$ cat src/rtl/rhc_ram.sv
`default_nettype none
module rhc_ram #(
  parameter int WIDTH = 32,
  parameter int DEPTH = 32
) (
  input  wire logic                                  clk,
  input  wire logic                                  we,
  input  wire logic [(DEPTH > 1 ? $clog2(DEPTH) : 1)-1:0] waddr,
  input  wire logic [WIDTH-1:0]                      wdata,
  input  wire logic                                  re,
  input  wire logic [(DEPTH > 1 ? $clog2(DEPTH) : 1)-1:0] raddr,
  output logic      [WIDTH-1:0]                      rdata
);

  logic [WIDTH-1:0] mem [DEPTH];

  // Write port
  always_ff @(posedge clk) begin
    if (we) begin
      mem[waddr] <= wdata;
    end
  end

  // Registered read, old data on a same-address write
  always_ff @(posedge clk) begin
    if (re) begin
      rdata <= mem[raddr];
    end
  end

endmodule
`default_nettype wire

$ cat config.mk
export PLATFORM = sky130hd
export DESIGN_NAME = rhc_ram
export DESIGN_NICKNAME = d
export VERILOG_FILES = /design/src/rtl/rhc_ram.sv
export SDC_FILE = /design/constraint.sdc
export NUM_CORES = 1
export LEC_CHECK = 0
export ABC_AREA = 1
export BUFFER_PORTS_ARGS = -buffer_cell sky130_fd_sc_hd__buf_2
export CAP_MARGIN = 40
export CORE_ASPECT_RATIO = 0.7
export CORE_MARGIN = 2
export CORE_UTILIZATION = 45
export CTS_CLUSTER_DIAMETER = 40
export DETAILED_ROUTE_END_ITERATION = 12
export HOLD_SLACK_MARGIN = 0.06
export PLACE_DENSITY_LB_ADDON = 0.05
export SETUP_SLACK_MARGIN = 0.05
export SYNTH_ARGS = -nofsm -noshare
export SYNTH_HDL_FRONTEND = slang
export SYNTH_SLANG_ARGS = --single-unit
export TNS_END_PERCENT = 1
$ cat constraint.sdc
create_clock -name clk -period 3.2 [get_ports clk]
set_input_delay 0.32 -clock clk [delete_from_list [all_inputs] [get_ports clk]]
set_output_delay 0.32 -clock clk [all_outputs]
set_load 0.01 [all_outputs]
* After elaboration in Yosys (flattened, before gate mapping)
Memories as Yosys holds them, arrays and structs flattened. A register that Yosys moved wholly into a read port is not among the register bits.
Cells that the tools add are included.
** Cells by class
- Multiplexer cells :: 2
** Operators with widths (count)
- two-way mux 1 bit :: 2
** Word-level totals
- Flip-flop bits (word level) :: 0
- Memory bits (writable) :: 1024
- Bits of input ports :: 45
- Output and inout bits :: 32
- Word-level logic and storage cells :: 3
- Memories kept :: 1
** Memory list
- mem :: words 32, bits a word 32, read ports 1, clocked after Yosys merged registers in 1, wr ports 1, RTL line 15 : logic [WIDTH-1:0] mem [DEPTH];

* Depth between registers and ports, before layout
Gate-level depths: netlist (run 1).
- Word-level depth :: 2
- Mapped depth :: 12
- Mapped depth without buffers :: 9

* Worst setup path before layout (run 1)
No wires, ideal clock.
- Path type :: input -> register
- Start point :: input waddr[0] (netlist name)
- End point :: memory mem[0][0] (enable)
- Setup time :: 421 ps
- Arrival time :: 1975 ps
- Data required time :: 2779 ps
- Slack :: 804 ps
- Stages :: 3
- Buffers on the path :: 0
- Path through :: inv_1 -> nand3_1 -> nor2_1
** RTL lines
- from (decl) :: RTL line 8 : input wire logic [(DEPTH > 1 ? $clog2(DEPTH) : 1)-1:0] waddr,
- to (decl) :: RTL line 15
Straight into the memory's write port.

* Worst setup path after layout (run 1)
- Start point :: register rdata[17], read port of mem
- End point :: output rdata[17]
** RTL lines
- from (decl) :: RTL line 12 : output logic [WIDTH-1:0] rdata
No word-level cell between the ends.

==> impl_results.md, run 1 <==
* Drt wl/cell at 25.5 µm
* Leakage Power at 0.0180 µW
* Worst hold path class: in -> reg
* Syn Area/Cell at 12.1 µm²
* # DRC at 0
* Rel. slew slack at 0.412
* Clk_lat worst skew at 730 ps
* Tightest Pin Transition at 882 ps
* CP bufs+invs at 1
* Post-synth top cells: nand2_1, edfxtp_1, nand3_1
* Maximum VDD drop at 532 µV
* Max Cap Violations at 0
* Yosys reg bits at 1056
* Final Hold Viols at 0
* Rows at 94
* Clk sinks at 1056
* Slowest stage cell, crit path: edfxtp_1
* Hold WS at 110 ps
* Die W at 372 µm
* Worst-path clk slew at 60 ps
* DRT iter0 DRCs at 3014
* Final worst slack at 1380 ps
* Post-synth top area share at 0.742
* # IOs at 77
* Reg-to-reg startpoint: mem[21][28]$_DFFE_PP_
* Final setup violation count at 0
* HPWL after DPL at 63.9 mm
* Worst reg2reg path endpoint: rdata[28]$_DFFE_PP_
* Routed WL at 127 mm
* Worst Path Required at 2880 ps
* WHS Path Cells at 1
* First-pass GRT wire length at 184 mm
* Max-slew violations at 0
* CP Class: reg -> out
* Fin nets at 3689
* Skew final at 16.8 ps
* Clock tree from TritonCTS: done
* Synth warnings at 0
* Grt total ovfl at 0
* Initial antenna violation count at 7
* Post-synth EDFFs at 1056
* Vias at 27700
* Die Height at 262 µm
* Post-synth ARST share at 0
* Antenna-violating nets left at 0
* Area leader, netlist: edfxtp_1
* Hold wc startpoint: wdata[3]
* Syn_nets at 3581
* Final RePlAce weighted congestion at 0.782
* Ys flop type: edfxtp_1
* Die footprint at 0.0975 mm²
* H-tree Lvls at 4
* Root buf cell: clkbuf_16
* Via density at 5.55
* Clock period minus worst slack at 1820 ps
* Status: complete, no violations
* Crit path max fanout at 1
* FF-to-FF setup slack at 1760 ps
* Starting Density at 0.455
* Tot GR Track Use at 0.264
* Sequential-to-total area share from yosys stat at 0.742
* Crit path DAT at 1500 ps
* Post-route cell area at 0.0491 mm²
* Layout cells sized above 1 at 0.110
* DP Area at 0.0446 mm²
* Mapped Cells at 3536
* Worst setup SP type: register
* CTS resizes at 0
* Vias in the first global route at 26600
* Synth area leaders: edfxtp_1, nand2_1, nand3_1, buf_6, buf_2
* Pwr dens at 656 mW/mm²
* Tcrit/Tclk final at 0.568
* Max Freq at 550 MHz
* Setup_tns at 0 ps
* Synth Cell Area at 0.0427 mm²
* Reg2reg path depth at 8
* PortBufs at 76
* DRT Pass-1 Iters at 5
* Deepest clock path buffer count at 3
* Most common cell in the netlist: nand2_1
* CP top delay family: flip-flops
* Core ar. at 0.0940 mm²
* Critical Path, Cell by Cell: buf_2
* Worst Hold Path EP: mem[13][3]$_DFFE_PP_
* Synth-to-Final Area Change at 15.0%
* CP Capture Type: primary output
* TritonCTS buffer count at 136
* CP max stage delay at 540 ps
* Synth cell types at 13
* RSZ-0062 raised after global routing: no
* Pre-CTS setup slack at 879 ps
* Maximum number of pins on one net before global-route repair at 144
-- where the power goes --
part	switching [µW]	internal (µW)
clock	5840	9070
sequential	73.9	15400
combinational	1330	469
-- flip-flops by register name (all words and copies together), names as in the netlist --
| name | flops |
|---|---|
| mem | 1024 |
| rdata | 32 |
-- how the worst max path moves through the flow --
stage                          end  cells after the start  slack [ps]                 from
2_1_floorplan  mem[0][0]$_DFFE_PP_                      3         800             waddr[0]
3_3_place_gp    rdata[8]$_DFFE_PP_                     11         870             raddr[0]
3_5_place_dp    rdata[1]$_DFFE_PP_                     11         880             raddr[0]
4_1_cts                  rdata[18]                      1        1340  rdata[18]$_DFFE_PP_
5_1_grt                  rdata[13]                      1        1330  rdata[13]$_DFFE_PP_
6_report                 rdata[17]                      1        1380  rdata[17]$_DFFE_PP_
-- what timing repair did --
action / CTS / global route
setup buffers: 0 / 0
endpoints found under the hold margin: 318 / 0
hold buffers: 14 / 0
-- metal layers --
layer	share of wire	GRT usage	routed length [µm]
met5	0.00010	0	13
met4	0.020	0.0795	2580
met3	0.080	0.0466	10200
met2	0.44	0.395	55800
met1	0.46	0.396	58800
-- cell families after synthesis --
logic type             Yosys count  synth area share
flip-flops                    1056             0.742
buffers and inverters          228            0.0371
AND/OR/NAND/NOR               2252             0.221
-- placed cells by master, fill, tap and decap left out, drive strengths merged --
cell | synthesis | routed
dlygate4sd3 | 0 | 14
nand3 | 780 | 780
bufinv | 0 | 10
nor2 | 32 | 32
edfxtp | 1056 | 1056
clkinv | 0 | 50
clkbuf | 24 | 165
inv | 10 | 19
buf | 194 | 174
nand2 | 1440 | 1440
clkinvlp | 0 | 10
diode | 0 | 3
-- layout make-up --
| class | instances | area [µm²] |
|---|---|---|
| sequential | 1056 | 31700 |
| clock buffer | 165 | 3700 |
| clock inverter | 79 | 718 |
| inverter | 10 | 67.6 |
| antenna | 3 | 7.51 |
| timing repair buffer | 188 | 1700 |
| multi-input combinational | 2252 | 9670 |
| tap | 1248 | 1560 |
| fill | 8031 | 44800 |
-- per-stage QoR --
| stage | power (µW) | utilization | std cells |
|---|---|---|---|
| 2_1_floorplan | 16800 | - | 3536 |
| 3_3_place_gp | 17600 | 0.474 | 4740 |
| 3_5_place_dp | 17600 | 0.474 | 4740 |
| 4_1_cts | 32500 | 0.523 | 4998 |
| 5_1_grt | 33200 | 0.523 | 4999 |
| 6_report | 32200 | 0.523 | 5001 |
Note: power is estimated with default switching activity, not from simulation.
==> run 2, diff against run 1 <==
==> constraint.sdc (replaced) <==
create_clock -name clk -period 1.6 [get_ports clk]
set_input_delay 0.16 -clock clk [delete_from_list [all_inputs] [get_ports clk]]
set_output_delay 0.16 -clock clk [all_outputs]
set_load 0.01 [all_outputs]
==> run 2 against run 1 <==
  * The flow now finishes with violations (negative setup slack)
  * Combinational power grew 130%
  * Critical path depth is the same
  * Register-to-register slack worse by 1600 ps
  * Core utilization up 2.6 points
  * Flip-flop and latch count stayed put
  * Power up 100%
  * Via count up 3.1%
  * Critical endpoint unchanged
  * Largest cell class unchanged
==> impl_results.md, run 2 (synthesis results as in run 1) <==
* CP Class: reg -> out (unchanged)
* Setup_tns at -507 ps (was 0 ps)
* Final Hold Viols at 0 (unchanged)
* Hold wc startpoint: raddr[3] (was wdata[3])
* Maximum VDD drop at 1130 µV (was 532 µV)
* Flop pwr share at 0.477 (was 0.482)
* Antenna-violating nets left at 0 (unchanged)
* Leakage Power at 0.0192 µW (was 0.0180 µW)
* Slowest stage cell, crit path: edfxtp_1 (unchanged)
* Synth-to-Final Area Change at 20.8% (was 15.0%)
* Die Height at 262 µm (unchanged)
* Violated checks: negative setup slack
* Worst reg2reg path endpoint: rdata[3]$_DFFE_PP_ (was rdata[28]$_DFFE_PP_)
* Die footprint at 0.0975 mm² (unchanged)
* Max Cap Violations at 0 (unchanged)
* Placed Instances at 4887 (was 4740)
* DRT Pass-1 Iters at 5 (unchanged)
* Worst setup SP type: register (unchanged)
* Vias in the first global route at 27300 (was 26600)
* Clk sinks at 1056 (unchanged)
* First-pass GRT wire length at 185 mm (was 184 mm)
* Vias at 28600 (was 27700)
* Reg-to-reg startpoint: mem[29][3]$_DFFE_PP_ (was mem[21][28]$_DFFE_PP_)
* Final RePlAce weighted congestion at 0.837 (was 0.782)
* Int Power at 50500 µW (was 25000 µW)
* Switching share of power at 0.224 (was 0.225)
* Worst hold path class: in -> reg (unchanged)
* Clock period minus worst slack at 1720 ps
* Final core utilization at 0.549 (was 0.523)
* Initial antenna violation count at 4 (was 7)
* Final setup violation count at 10 (was 0)
* Pre-CTS setup slack at -164 ps (was 879 ps)
* Root buf cell: clkbuf_16 (unchanged)
* Worst-path clk slew at 50 ps (was 60 ps)
* CP top delay family: flip-flops (unchanged)
* TritonCTS buffer count at 135 (was 136)
* Critical Path, Cell by Cell: buf_2 (unchanged)
* Core ar. at 0.0940 mm² (unchanged)
* Largest register FFs at 1024 (unchanged)
* Clock share of power at 0.458 (was 0.462)
* Fin nets at 3858 (was 3689)
* WHS Path Cells at 6 (was 1)
* DRT iter0 DRCs at 3095 (was 3014)
* Starting Density at 0.455 (unchanged)
* Top Registers: mem (1024), rdata (32) (unchanged)
* Crit path max fanout at 1 (unchanged)
* Crit path DAT at 1560 ps (was 1500 ps)
* Clock tree from TritonCTS: done (unchanged)
* Max-slew violations at 0 (unchanged)
* Tightest Pin Transition at 662 ps (was 882 ps)
* HPWL after DPL at 75.4 mm (was 63.9 mm)
* FF-to-FF setup slack at 170 ps (was 1760 ps)
* Most frequent cells in the layout: nand2_1, edfxtp_1, nand3_1, clkbuf_16, buf_4 (was nand2_1, edfxtp_1, nand3_1, clkbuf_16, buf_2)
* Grt total ovfl at 0 (unchanged)
* Rel. slew slack at 0.559 (was 0.412)
* RSZ-0062 raised after global routing: yes (was no)
* Drt wl/cell at 24.7 µm (was 25.5 µm)
* Tcrit/Tclk final at 1.08
* Reg2reg path depth at 8 (unchanged)
* Layout Cells excl Fill at 5161 (was 5001)
* Pwr dens at 1260 mW/mm² (was 656 mW/mm²)
* Post-CTS Setup Inserts at 0 (unchanged)
* Max Freq at 580 MHz
* Via density at 5.54 (was 5.55)
* CP Capture Type: primary output (unchanged)
* WP depth at 1 (unchanged)
* Skew final at 27.9 ps (was 16.8 ps)
* Layout cells sized above 1 at 0.141 (was 0.110)
* Maximum number of pins on one net before global-route repair at 62 (was 144)
* Status: finished, violations left (was complete, no violations)
* Largest register by flop count: mem (unchanged)
* CP bufs+invs at 1 (unchanged)
* PortBufs at 76 (unchanged)
* Routed WL at 127 mm (about the same)
* Worst Hold Path EP: rdata[15]$_DFFE_PP_ (was mem[13][3]$_DFFE_PP_)
* Final worst slack at -123 ps (was 1380 ps)
* Comb pwr share at 0.065 (was 0.056)
* Psw at 14600 µW (was 7240 µW)
* H-tree Lvls at 4 (unchanged)
* CP max stage delay at 600 ps (was 540 ps)
* # DRC at 0 (unchanged)
* Die W at 372 µm (unchanged)
* # IOs at 77 (unchanged)
* Tot GR Track Use at 0.265 (was 0.264)
* Commonest non-fill, non-tap cell in the layout: nand2_1 (unchanged)
* Worst Path Required at 1440 ps (was 2880 ps)
* Rows at 94 (unchanged)
* Hold WS at 129 ps (was 110 ps)
* Clk_lat worst skew at 750 ps (was 730 ps)
* Deepest clock path buffer count at 3 (unchanged)
-- run 2: how the worst max path moves through the flow --
stage,startpoint,endpoint,slack (ps)
2_1_floorplan,waddr[0],mem[0][0]$_DFFE_PP_,-260
3_3_place_gp,raddr[0],rdata[13]$_DFFE_PP_,-150
3_5_place_dp,raddr[0],rdata[2]$_DFFE_PP_,-160
4_1_cts,rdata[17]$_DFFE_PP_,rdata[17],-220
5_1_grt,rdata[17]$_DFFE_PP_,rdata[17],-240
6_report,rdata[17]$_DFFE_PP_,rdata[17],-120
-- run 2: final cells by class --
| class | instances | area [µm²] |
|---|---|---|
| Antenna cell | 1 | 2.50 |
| Clock buffer | 165 | 3660 |
| Clock inverter | 71 | 723 |
| Fill cell | 7891 | 42400 |
| Inverter | 10 | 67.6 |
| Multi-Input combinational cell | 2252 | 9680 |
| Sequential cell | 1056 | 31700 |
| Tap cell | 1248 | 1560 |
| Timing Repair Buffer | 358 | 4190 |
-- run 2: per-layer routing --
layer	part of all wire	vias to the layer above	global-route usage	wire, µm
li1	-	13000	-	-
met1	0.46	14300	0.397	58100
met4	0.019	0	0.0745	2360
met3	0.087	170	0.0599	11100
met5	0	-	0	0
met2	0.44	1160	0.388	55700
-- run 2: power groups by stage --
| stage | logic, µW | clock network [µW] | registers [µW] |
|---|---|---|---|
| after floorplan | 2130 | 0 | 31600 |
| after global placement | 4070 | 0 | 31600 |
| after detailed placement | 4110 | 0 | 31600 |
| after CTS | 4200 | 30300 | 31100 |
| after global routing | 4630 | 31400 | 31100 |
| final | 4220 | 29800 | 31100 |
-- run 2: metrics by stage --
stage          area (µm²)  total power [µW]
2_1_floorplan       42800             33700
3_3_place_gp        46800             35700
3_5_place_dp        46800             35700
4_1_cts             51500             65600
5_1_grt             51600             67100
6_report            51600             65100
-- run 2: what timing repair did --
| action | CTS | global route |
|---|---|---|
| setup endpoints to repair | 20 | 19 |
| hold buffers | 37 | 0 |
| endpoints found under the hold margin | 1045 | 0 |
| resized for setup | 5 | 10 |
